[src/hw/rtl/rtcsm_pkg.sv]
// Types and constants of the three-wire serial clock chip master.
`timescale 1ns / 1ps
package rtcsm_pkg;

	localparam logic [1:0] CMD_WRITE = 2'd1;
	localparam logic [1:0] CMD_READ  = 2'd2;

	localparam logic CFG_HALF_BIT    = 1'b0;
	localparam logic CFG_ENABLE_WAIT = 1'b1;

	localparam logic [15:0] HALF_BIT_RESET    = 16'd16;
	localparam logic [15:0] ENABLE_WAIT_RESET = 16'd48;

	localparam logic [2:0] LAST_BIT = 3'd7;

	typedef enum logic [7:0] {
		PH_IDLE      = 8'b0000_0001,
		PH_SETUP     = 8'b0000_0010,
		PH_BIT_DATA  = 8'b0000_0100,
		PH_BIT_HIGH  = 8'b0000_1000,
		PH_BIT_LOW   = 8'b0001_0000,
		PH_READ_HIGH = 8'b0010_0000,
		PH_READ_LOW  = 8'b0100_0000,
		PH_HOLD      = 8'b1000_0000
	} phase_t;

	typedef struct packed {
		logic [1:0] cmd;
		logic [7:0] command_byte;
		logic [7:0] write_byte;
		logic       io_in;
	} in_item_t;

	typedef struct packed {
		logic       chip_enable;
		logic       serial_clock;
		logic       io_out;
		logic       io_drive;
		logic [7:0] read_byte;
		logic       done_res;
		logic       busy_res;
	} out_item_t;

	typedef struct packed {
		logic [15:0] half_bit_ticks;
		logic [15:0] enable_wait_ticks;
	} cfg_t;

endpackage

[src/hw/rtl/rtcsm_if.sv]
// Valid/ready channel interfaces for tick items and pin results.
`timescale 1ns / 1ps
interface rtcsm_in_if import rtcsm_pkg::*; ();
	logic     valid;
	logic     ready;
	in_item_t data;

	modport source (output valid, output data, input ready);
	modport sink (input valid, input data, output ready);
endinterface

interface rtcsm_out_if import rtcsm_pkg::*; ();
	logic      valid;
	logic      ready;
	out_item_t data;

	modport source (output valid, output data, input ready);
	modport sink (input valid, input data, output ready);
endinterface

[src/hw/rtl/rtcsm_cfg.sv]
// Timing configuration registers of the serial master.
`timescale 1ns / 1ps
module rtcsm_cfg
	import rtcsm_pkg::*;
(
	input  logic        clk,
	input  logic        arst_n,
	input  logic        we,
	input  logic        index,
	input  logic [15:0] wdata,
	output cfg_t        cfg
);

	cfg_t cfg_q;

	always_ff @(posedge clk or negedge arst_n) begin
		if (!arst_n) begin
			cfg_q.half_bit_ticks    <= HALF_BIT_RESET;
			cfg_q.enable_wait_ticks <= ENABLE_WAIT_RESET;
		end else if (we) begin
			case (index)
				CFG_HALF_BIT:    cfg_q.half_bit_ticks    <= wdata;
				CFG_ENABLE_WAIT: cfg_q.enable_wait_ticks <= wdata;
				default:         cfg_q <= cfg_q;
			endcase
		end
	end

	assign cfg = cfg_q;

endmodule

[src/hw/rtl/rtcsm_seq.sv]
// Pin sequencer: transaction state, advanced by one tick per step.
`timescale 1ns / 1ps
module rtcsm_seq
	import rtcsm_pkg::*;
(
	input  logic      clk,
	input  logic      arst_n,
	input  logic      step,
	input  in_item_t  item,
	input  cfg_t      cfg,
	output out_item_t result
);

	phase_t      phase_q, phase_d;
	logic [2:0]  bit_q, bit_d;
	logic        byte_q, byte_d;
	logic        is_read_q, is_read_d;
	logic [7:0]  shift_out_q, shift_out_d;
	logic [7:0]  hold_q, hold_d;
	logic [7:0]  shift_in_q, shift_in_d;
	logic [15:0] wait_q, wait_d;
	logic        ce_q, ce_d;
	logic        sclk_q, sclk_d;
	logic        io_q, io_d;
	logic        drive_q, drive_d;
	logic        done;
	logic [2:0]  bit_inc;

	assign bit_inc = bit_q + 3'd1;

	always_comb begin
		phase_d     = phase_q;
		bit_d       = bit_q;
		byte_d      = byte_q;
		is_read_d   = is_read_q;
		shift_out_d = shift_out_q;
		hold_d      = hold_q;
		shift_in_d  = shift_in_q;
		wait_d      = wait_q;
		ce_d        = ce_q;
		sclk_d      = sclk_q;
		io_d        = io_q;
		drive_d     = drive_q;
		done        = 1'b0;
		if (phase_q == PH_IDLE) begin
			if (item.cmd == CMD_WRITE || item.cmd == CMD_READ) begin
				is_read_d   = (item.cmd == CMD_READ);
				shift_out_d = {item.command_byte[7:1], item.cmd == CMD_READ};
				hold_d      = item.write_byte;
				bit_d       = 3'd0;
				byte_d      = 1'b0;
				sclk_d      = 1'b0;
				drive_d     = 1'b1;
				ce_d        = 1'b1;
				wait_d      = cfg.enable_wait_ticks;
				phase_d     = PH_SETUP;
			end
		end else if (wait_q > 16'd1) begin
			wait_d = wait_q - 16'd1;
		end else begin
			case (phase_q)
				PH_SETUP: begin
					io_d    = shift_out_q[bit_q];
					wait_d  = cfg.half_bit_ticks;
					phase_d = PH_BIT_DATA;
				end
				PH_BIT_DATA: begin
					sclk_d  = 1'b1;
					wait_d  = cfg.half_bit_ticks;
					phase_d = PH_BIT_HIGH;
				end
				PH_BIT_HIGH: begin
					wait_d = cfg.half_bit_ticks;
					if (is_read_q && !byte_q && bit_q == LAST_BIT) begin
						// turn the data pin around for the read byte
						drive_d = 1'b0;
						bit_d   = 3'd0;
						phase_d = PH_READ_HIGH;
					end else begin
						sclk_d  = 1'b0;
						phase_d = PH_BIT_LOW;
					end
				end
				PH_BIT_LOW: begin
					if (bit_q != LAST_BIT) begin
						bit_d   = bit_inc;
						io_d    = shift_out_q[bit_inc];
						wait_d  = cfg.half_bit_ticks;
						phase_d = PH_BIT_DATA;
					end else if (!byte_q && !is_read_q) begin
						byte_d      = 1'b1;
						shift_out_d = hold_q;
						bit_d       = 3'd0;
						io_d        = hold_q[0];
						wait_d      = cfg.half_bit_ticks;
						phase_d     = PH_BIT_DATA;
					end else begin
						ce_d    = 1'b0;
						wait_d  = cfg.enable_wait_ticks;
						phase_d = PH_HOLD;
					end
				end
				PH_READ_HIGH: begin
					sclk_d  = 1'b0;
					wait_d  = cfg.half_bit_ticks;
					phase_d = PH_READ_LOW;
				end
				PH_READ_LOW: begin
					shift_in_d[bit_q] = item.io_in;
					if (bit_q != LAST_BIT) begin
						bit_d   = bit_inc;
						sclk_d  = 1'b1;
						wait_d  = cfg.half_bit_ticks;
						phase_d = PH_READ_HIGH;
					end else begin
						ce_d    = 1'b0;
						wait_d  = cfg.enable_wait_ticks;
						phase_d = PH_HOLD;
					end
				end
				default: begin
					phase_d = PH_IDLE;
					wait_d  = 16'd0;
					done    = 1'b1;
				end
			endcase
		end
	end

	always_ff @(posedge clk or negedge arst_n) begin
		if (!arst_n) begin
			phase_q     <= PH_IDLE;
			bit_q       <= 3'd0;
			byte_q      <= 1'b0;
			is_read_q   <= 1'b0;
			shift_out_q <= 8'd0;
			hold_q      <= 8'd0;
			shift_in_q  <= 8'd0;
			wait_q      <= 16'd0;
			ce_q        <= 1'b0;
			sclk_q      <= 1'b0;
			io_q        <= 1'b0;
			drive_q     <= 1'b1;
		end else if (step) begin
			phase_q     <= phase_d;
			bit_q       <= bit_d;
			byte_q      <= byte_d;
			is_read_q   <= is_read_d;
			shift_out_q <= shift_out_d;
			hold_q      <= hold_d;
			shift_in_q  <= shift_in_d;
			wait_q      <= wait_d;
			ce_q        <= ce_d;
			sclk_q      <= sclk_d;
			io_q        <= io_d;
			drive_q     <= drive_d;
		end
	end

	always_comb begin
		result.chip_enable  = ce_d;
		result.serial_clock = sclk_d;
		result.io_out       = io_d;
		result.io_drive     = drive_d;
		result.read_byte    = shift_in_d;
		result.done_res     = done;
		result.busy_res     = (phase_d != PH_IDLE);
	end

endmodule

[src/hw/rtl/three_wire_rtc_serial_master.sv]
// Top level of the three-wire serial clock chip master.
`timescale 1ns / 1ps
// Each transaction on req is one tick of the pin sequencer and yields exactly one
// transaction on rsp with the pin levels, read byte and done/busy flags after that
// tick. A tick is accepted every clock cycle while req.ready is high; the item is held
// in the input register and its result is captured in the result register.
// The rate is set by the sequencer state update: one tick per cycle while not stalled.
// rsp backpressure stalls req only when both register stages are full. Configuration
// writes (index 0 half-bit ticks, index 1 enable wait ticks) are meant for idle periods.
module three_wire_rtc_serial_master
	import rtcsm_pkg::*;
(
	input  logic        clk,
	input  logic        arst_n,
	rtcsm_in_if.sink    req,
	rtcsm_out_if.source rsp,
	input  logic        cfg_we,
	input  logic        cfg_index,
	input  logic [15:0] cfg_wdata
);

	cfg_t      cfg;
	in_item_t  item_s1;
	logic      valid_s1;
	out_item_t result;
	out_item_t result_s2;
	logic      valid_s2;
	logic      advance;
	logic      step;

	rtcsm_cfg u_cfg (
		.clk    (clk),
		.arst_n (arst_n),
		.we     (cfg_we),
		.index  (cfg_index),
		.wdata  (cfg_wdata),
		.cfg    (cfg)
	);

	assign advance   = !valid_s2 || rsp.ready;
	assign step      = valid_s1 && advance;
	assign req.ready = !valid_s1 || advance;

	always_ff @(posedge clk or negedge arst_n) begin
		if (!arst_n) begin
			valid_s1 <= 1'b0;
		end else if (req.ready) begin
			valid_s1 <= req.valid;
		end
	end

	always_ff @(posedge clk) begin
		if (req.ready && req.valid) begin
			item_s1 <= req.data;
		end
	end

	rtcsm_seq u_seq (
		.clk    (clk),
		.arst_n (arst_n),
		.step   (step),
		.item   (item_s1),
		.cfg    (cfg),
		.result (result)
	);

	always_ff @(posedge clk or negedge arst_n) begin
		if (!arst_n) begin
			valid_s2 <= 1'b0;
		end else if (advance) begin
			valid_s2 <= valid_s1;
		end
	end

	always_ff @(posedge clk) begin
		if (step) begin
			result_s2 <= result;
		end
	end

	assign rsp.valid = valid_s2;
	assign rsp.data  = result_s2;

endmodule

[src/flat_wrapper.sv]
// flat-port wrapper written by rule: the top's interface ports become plain ports
module three_wire_rtc_serial_master_flat import rtcsm_pkg::*;
  (clk, arst_n, cfg_we, cfg_index, cfg_wdata, req_valid, req_data, req_ready, rsp_valid, rsp_data, rsp_ready);
  rtcsm_in_if req_i ();
  rtcsm_out_if rsp_i ();
  input  logic clk;
  input  logic arst_n;
  input  logic cfg_we;
  input  logic cfg_index;
  input  logic [15:0] cfg_wdata;
  input wire logic [$bits(req_i.valid)-1:0] req_valid;
  input wire logic [$bits(req_i.data)-1:0] req_data;
  output wire logic [$bits(req_i.ready)-1:0] req_ready;
  output wire logic [$bits(rsp_i.valid)-1:0] rsp_valid;
  output wire logic [$bits(rsp_i.data)-1:0] rsp_data;
  input wire logic [$bits(rsp_i.ready)-1:0] rsp_ready;
  assign req_i.valid = req_valid;
  assign req_i.data = req_data;
  assign req_ready = req_i.ready;
  assign rsp_valid = rsp_i.valid;
  assign rsp_data = rsp_i.data;
  assign rsp_i.ready = rsp_ready;
  three_wire_rtc_serial_master u_core (.clk(clk), .arst_n(arst_n), .req(req_i), .rsp(rsp_i), .cfg_we(cfg_we), .cfg_index(cfg_index), .cfg_wdata(cfg_wdata));
endmodule
[config.mk]
export PLATFORM = sky130hd
export DESIGN_NAME = three_wire_rtc_serial_master_flat
export DESIGN_NICKNAME = d
export VERILOG_FILES = /design/src/hw/rtl/rtcsm_pkg.sv /design/src/hw/rtl/rtcsm_if.sv /design/src/hw/rtl/rtcsm_cfg.sv /design/src/hw/rtl/rtcsm_seq.sv /design/src/hw/rtl/three_wire_rtc_serial_master.sv /design/src/flat_wrapper.sv
export SDC_FILE = /design/constraint.sdc
export NUM_CORES = 1
export LEC_CHECK = 0
export BUFFER_PORTS_ARGS = -buffer_cell sky130_fd_sc_hd__clkbuf_2
export CAP_MARGIN = 20
export CELL_PAD_IN_SITES_DETAIL_PLACEMENT = 1
export CELL_PAD_IN_SITES_GLOBAL_PLACEMENT = 2
export CORE_ASPECT_RATIO = 1.5
export CORE_MARGIN = 2
export CORE_UTILIZATION = 39
export CTS_CLUSTER_DIAMETER = 150
export CTS_CLUSTER_SIZE = 10
export DETAILED_ROUTE_END_ITERATION = 6
export PLACE_DENSITY = 0.79
export RECOVER_POWER = 50
export SYNTH_ARGS = -nofsm -noshare
export SYNTH_HDL_FRONTEND = slang
export SYNTH_SLANG_ARGS = --single-unit
[constraint.sdc]
create_clock -name clk -period 3 [get_ports clk]
set_clock_uncertainty 0.2 [all_clocks]
set_input_delay 0.45 -clock clk [delete_from_list [all_inputs] [get_ports clk]]
set_output_delay 0.45 -clock clk [all_outputs]
set_load 0.1 [all_outputs]
Word-level counts from Yosys, hierarchy flattened
Index checks and enable logic that the tools add are counted.
- reductions and logical operators: 25
- $lt $le $gt $ge: 4
- equal/unequal tests: 18
- add/subtract/negate cells: 2
- bitwise operators: 1
- mux-type cells: 69
- operators with widths (operator ; number):
    8-bit two-way mux ; 15
    16-bit two-way mux ; 6
    16-bit case mux with 3 select lines ; 1
    8-bit case mux with 6 select lines ; 1
    1-bit two-way mux ; 30
    3-bit two-way mux ; 7
    16-bit by 1-bit greater-than comparator with 1-bit output, second input constant ; 1
    16-bit by 1-bit subtractor with 16-bit output, second input constant ; 1
    3-bit inequality test, second input constant ; 3
    3-bit case mux with 3 select lines ; 1
    8-bit bitwise mux ; 1
    8-bit by 1-bit equality test with 1-bit output, second input constant ; 1
    8-bit by 2-bit equality test with 1-bit output, second input constant ; 1
    8-bit by 3-bit equality test with 1-bit output, second input constant ; 1
    8-bit by 4-bit equality test with 1-bit output, second input constant ; 1
    8-bit by 5-bit equality test with 1-bit output, second input constant ; 1
    8-bit by 6-bit equality test with 1-bit output, second input constant ; 1
    8-bit by 7-bit equality test with 1-bit output, second input constant ; 1
    3-bit by 4-bit less-than comparator with 1-bit output, second input constant ; 2
    8-bit by 1-bit inequality test with 1-bit output, second input constant ; 1
    7-bit AND reduction ; 1
    1-bit binary-select mux with 3-bit select ; 2
    1-bit logical AND ; 6
    6-bit two-way mux ; 1
    other kinds (22) ; 32
- output and inout bits: 16
- word-level logic and storage cells: 146
- input port bits: 41
- flip-flop bits (word level): 124

Longest topological paths before layout
- depth in word-level cells: 8
- gate-level depth with buffers: 10
- depth with buffers taken out: 8

By module
Synthesis repeated with hierarchy kept, for this count alone.
- cell total of the unflattened synthesis: 523
- area, all modules: 6118.4 µm²
- modules (own cells, without submodules) (module ; cells each ; area an instance (µm²) ; times used ; seq. area each (µm²)):
    rtcsm_seq ; 413 ; 3767.4 ; 1 ; 1428.9
    rtcsm_cfg ; 69 ; 1256.2 ; 1 ; 804.5
    three_wire_rtc_serial_master ; 41 ; 1094.8 ; 1 ; 1041.0

Worst setup path after synthesis
OpenSTA, ideal clock, no wires.
- path kind: register -> register
- start: reg u_core.valid_s2 (netlist: u_core.rsp.valid)
- end: reg u_core.item_s1[0] (netlist bit) (enable)
- clock period less this slack: 3.161 ns
- path slack: -0.161 ns
- library setup time: 0.331 ns
- path buffers: 0
- data required time: 2.469 ns
- arrival: 2.630 ns
- stages on the path, launching flop included: 3
- cells stage by stage: dfrtp_1 > nand3b_1 > and2_1
- cells in the longest elaborated chain, start to end: 4
- RTL lines (element ; RTL line ; RTL):
    start: declaration ; three_wire_rtc_serial_master.sv:27 ; logic valid_s2;
    start signal: assignment ; three_wire_rtc_serial_master.sv:71 ; valid_s2 <= valid_s1;
    1-bit zero test ; three_wire_rtc_serial_master.sv:40 ; assign advance = !valid_s2 || rsp.ready;
    1-bit logical OR ; three_wire_rtc_serial_master.sv:40 ;
    1-bit logical OR ; three_wire_rtc_serial_master.sv:42 ; assign req.ready = !valid_s1 || advance;
    net req_ready ; flat_wrapper.sv:13 ; output wire logic [$bits(req_i.ready)-1:0] req_ready;
    1-bit logical AND ; three_wire_rtc_serial_master.sv:53 ; if (req.ready && req.valid) begin
    end signal: assignment ; three_wire_rtc_serial_master.sv:54 ; item_s1 <= req.data;
    end: declaration ; three_wire_rtc_serial_master.sv:23 ; in_item_t item_s1;
The timed path passes the listed nets, and every way through them passes these cells.
A chain may end at the register's enable or synchronous reset.

Worst setup path after layout
- start: reg u_core.u_seq.phase_q[2]
- end: reg u_core.u_seq.bit_q[0]
- cells in the longest elaborated chain, start to end: 4
- elaborated cells between the ends (all ways): 14
- classes of those cells: eq/ne (9); mux (3); reduce/logical (2)
- RTL lines (element ; RTL line ; RTL):
    start: declaration ; rtcsm_seq.sv:14 ; phase_t phase_q, phase_d;
    start signal: assignment ; rtcsm_seq.sv:145 ; phase_q <= phase_d;
    8-bit by 7-bit equality test with 1-bit output (tied with other cells) ; rtcsm_seq.sv:61 ; case (phase_q)
    3-bit case mux with 3 select lines ; rtcsm_seq.sv:61 ;
    3-bit two-way mux ; rtcsm_seq.sv:58 ; end else if (wait_q > 16'd1) begin
    3-bit two-way mux ; rtcsm_seq.sv:45 ; if (phase_q == PH_IDLE) begin
    end signal: assignment ; rtcsm_seq.sv:146 ; bit_q <= bit_d;
    end: declaration ; rtcsm_seq.sv:15 ; logic [2:0] bit_q, bit_d;
Parallel ways exist; a longest one is shown, timed or not. The select of a mux whose other input is x is not followed.

==> parameters.txt <==
Parameter                              Value

Run status
  Status    finished clean

Floorplanning
  Width of the die    105 microns
  Placeable Area    15000 sq um
  Die height    155 microns
  Rows    55
  Number of top-level design ports    57
  Die Area    16200 sq um
  Initial core utilization    around two fifths

Power
  P_int    a little under 4 mW
  Part of the total power dissipated in combinational logic    26.5%
  Seq pwr share    38.9%
  PnR Total Power    approximately 6 mW
  Power dissipated by switching net loads    about 2.1 mW
  Power density over the cells    836 nW/um^2
  Share of power burned in the clock network    34.6%
  Switching share of power    34.8%
  Largest voltage drop on the vdd net    0.000463 V
  Leak Pwr    3.00 nW

Global routing
  Largest net degree at the start of global routing    60
  Wire length of the first global-routing pass    25.2 mm
  Total grt overflow    0
  Antenna violations before repair    0
  Vias in the first global route    5089
  Total routing usage reported by global routing    about a fifth

Routing
  Wire length per cell    19.0 microns
  Post-detailed-routing wire length    15.6 mm
  DR pass1 iterations    4
  Via count    about 4600
  First-iteration detailed-routing DRC count    115
  Count of unresolved DRC violations after routing    0
  Remaining antenna violation count after routing    0
  Drt via density    5.54

Logic synthesis
  Xor and xnor fraction of the mapped netlist area    0.443%
  Simple-gate portion of the synthesized area    roughly 15%
  Register area share after synthesis    54.6%
  Adder-cell share of the synthesized area    1.05%
  Synthesized-area fraction occupied by ao, oa, aoi and oai cells    13.0%
  Netlist area before placement    5940 sq um
  Instance count of the mapped netlist    532
  Fraction of synthesis flops using an asynchronous set or reset pin    74.0%
  Synth cell types    61
  Number of enable-type register cells in the synthesized netlist    32
  Post-Syn Nets    578
  Fraction of synthesized area in multiplexers    between 10% and 20%
  Register bit count reported by yosys    ~120
  Largest family of logic cells by synthesized area    simple AND/OR/NAND/NOR gates
  Most common flop cell mapped by yosys    sky130_fd_sc_hd__dfrtp_1
  Number of synthesis warnings    0
  Avg Synthesized Cell Area    11.2 sq um

Timing
  Number of endpoints failing setup at the final stage    0
  Fmax    0.363 GHz
  Final sum of negative setup slack    0 ns
  Final period demand of the worst path    2.76 ns
  Final slew viol count    0
  Slew of the pin with the lowest slew margin    0.961 ns
  Headroom to the max-slew limit    35.9%
  Unrepaired setup endpoints after global routing    no
  Hold Violations, Final    0
  Ratio of final minimum period to clock period    91.9%

Layout
  Fraction of final layout cells sized beyond drive strength 1    30.2%
  FF+latch area    3250 sq um
  # nets final    655
  Synthesis-to-finish area growth    20.9%
  Combined area of the multi-input logic cells    between 2000 and 3000 sq um
  Ant. Diodes    0
  Filler cell count in the final layout    1680

Clock tree
  Worst-skew pair later-pin latency    0.41 ns
  Clk slew on worst S/H paths    0.06 ns
  TritonCTS buffer count    17
  Largest buffer count on any clock path    2
  Clock tree from TritonCTS    done
  # clock sinks    123
  CTS H-Tree Depth    4
  Setup Buffers After CTS    0
  Clock root buffer    sky130_fd_sc_hd__clkbuf_16

Critical path
  Critical path endpoint category    flip-flop
  Setup crit start kind    flip-flop
  Kind of critical path    flip-flop to flip-flop
  Worst EP arrival    2.85 ns
  Required time of the critical path    3.09 ns
  Highest fanout seen on the critical path    8

Placed design
  RePlAce Congestion    between 0.8 and 0.9
  HPWL Detailed    11.3 mm
  Port-buffer cells    55

Worst hold path
  Kind of path behind the tightest hold check    input pin to flip-flop

Job
  Max capacitance violation total    0
==> cells in the mapped netlist (all sizes together) (2+ instances only) <==
| cell type | instances | area share, % |
|---|---|---|
| a21o | 2 | 0.25 |
| a22oi | 16 | 2.0 |
| o21ai | 44 | 3.9 |
| nor2 | 28 | 1.9 |
| a21oi | 22 | 2.0 |
| o211ai | 3 | 0.38 |
| a22o | 3 | 0.44 |
| nand3 | 11 | 1.0 |
| inv | 8 | 0.51 |
| or3 | 2 | 0.21 |
| nor4 | 13 | 1.5 |
| buf | 12 | 1.3 |
| nand2b | 7 | 0.74 |
| dfrtp | 86 | 36 |
| mux2 | 50 | 9.5 |
| dfstp | 5 | 2.2 |
| ha | 5 | 1.1 |
| or2 | 2 | 0.21 |
| a31oi | 3 | 0.32 |
| mux2i | 11 | 1.9 |
| xor2 | 2 | 0.30 |
| nand4 | 2 | 0.21 |
| o22a | 2 | 0.30 |
| and3 | 4 | 0.42 |
| clkbuf | 18 | 1.1 |
| o221ai | 11 | 1.6 |
| edfxtp | 32 | 16 |
| nand3b | 5 | 0.63 |
| nor3 | 16 | 1.4 |
| a211oi | 2 | 0.25 |
| mux4 | 4 | 1.5 |
| nand2 | 74 | 4.7 |
| a32oi | 3 | 0.44 |
| and2 | 3 | 0.32 |
| nor2b | 6 | 0.63 |
==> sequential cells by signal, summed over array words and instances, names as in the netlist, 3 cells and up <==
signal / flops
u_core.u_seq.bit_q: 3
u_core.u_seq.hold_q: 8
u_core.u_cfg.cfg: 32
u_core.u_seq.wait_q: 16
u_core.rsp.data: 14
u_core.u_seq.phase_q: 8
u_core.u_seq.shift_in_q: 8
u_core.item_s1: 18
u_core.u_seq.shift_out_q: 8
==> critical path: stages, from the launching register on <==
cell and delay, ns:
sky130_fd_sc_hd__dfrtp_1 0.37, sky130_fd_sc_hd__or4_1 0.71, sky130_fd_sc_hd__and4bb_4 0.48, sky130_fd_sc_hd__nor2_2 0.08, sky130_fd_sc_hd__a21o_1 0.17, sky130_fd_sc_hd__a211o_1 0.34
sky130_fd_sc_hd__mux2_2 0.28
==> per-layer routing <==
layer / track usage, % / wire, microns
met3: 3.44 / 357
met4: 10.2 / 555
met2: 37.5 / 8680
met5: 0 / 0
met1: 21.1 / 5980
==> kinds of logic after synthesis <==
| logic type | Yosys count |
|---|---|
| AND/OR/NAND/NOR | 180 |
| adder cells (fa/ha/maj) | 5 |
| XOR/XNOR | 3 |
| flip-flops | 123 |
| AO/OA/AOI/OAI | 118 |
| multiplexers | 65 |
| buffers and inverters | 38 |
==> power groups by stage <==
stage               clock, mW  sequential, mW  combinational [mW]
floorplan                   0            2.40               0.980
global placement            0            2.34                1.54
detailed placement          0            2.36                1.59
CTS                      2.12            2.34                1.61
global route             2.18            2.38                1.74
finish                   2.08            2.34                1.59
==> worst paths after layout <==
kind | startpoint | to | slack, ns | depth (start not counted)
max | u_core.u_seq.phase_q[2]$_DFFE_PN0P_ | u_core.u_seq.bit_q[0]$_DFFE_PN0P_ | 0.24 | 6
min reg2reg | u_core.item_s1[7]$_DFFE_PP_ | u_core.u_seq.hold_q[6]$_DFFE_PN0P_ | 0.25 | 2
max reg2reg | u_core.u_seq.phase_q[2]$_DFFE_PN0P_ | u_core.u_seq.bit_q[0]$_DFFE_PN0P_ | 0.24 | 6
min in group asynchronous | arst_n | u_core.u_seq.shift_in_q[3]$_DFFE_PN0P_ | 0.50 | 2
max in group asynchronous | arst_n | u_core.rsp.valid$_DFFE_PN0P_ | 0.67 | 3
min | req_data[2] | u_core.item_s1[2]$_DFFE_PP_ | 0.01 | 1
==> through the flow <==
step | hold slack [ns] | instance area [sq um] | setup slack (ns) | utilization [%] | cells
global route | 0.00127 | 7180 | 0.0944 | 47.8 | 821
global placement | 0.229 | 6580 | 0.252 | 43.8 | 787
detailed placement | 0.235 | 6580 | 0.205 | 43.8 | 787
CTS | 0.00143 | 7200 | 0.168 | 48.0 | 821
floorplan | -0.0456 | 5940 | 0.236 | - | 532
finish | 0.00999 | 7180 | 0.243 | 47.8 | 821
==> area by class of cell <==
cell class | instances | area share, %
sequential | 123 | 45.2
multi-input combinational | 371 | 35.1
timing repair buffer | 88 | 7.41
clock buffer | 20 | 6.68
tap | 199 | 3.47
clock inverter | 12 | 1.71
inverter | 8 | 0.418
==> timing repair <==
item	in CTS	in global routing
gates resized for setup	0	1
setup endpoints to repair	0	10
hold buffers	2	0
hold endpoints to repair	33	0
==> layout by cell type, fill, tap and decap left out, drive strengths merged, types with 4 or more instances in the layout <==
cell    synthesis  routed
a21oi          22      22
a22oi          16      16
and3            4       4
buf            12      29
clkbuf         18      77
dfrtp          86      86
dfstp           5       5
edfxtp         32      32
ha              5       5
inv             8      16
mux2           50      50
mux2i          11      11
mux4            4       4
nand2          74      74
nand2b          7       7
nand3          11      11
nand3b          5       5
nor2           28      28
nor2b           6       6
nor3           16      16
nor4           13      13
o21ai          44      44
o221ai         11      11
Note: power is estimated with default switching activity, not from simulation.
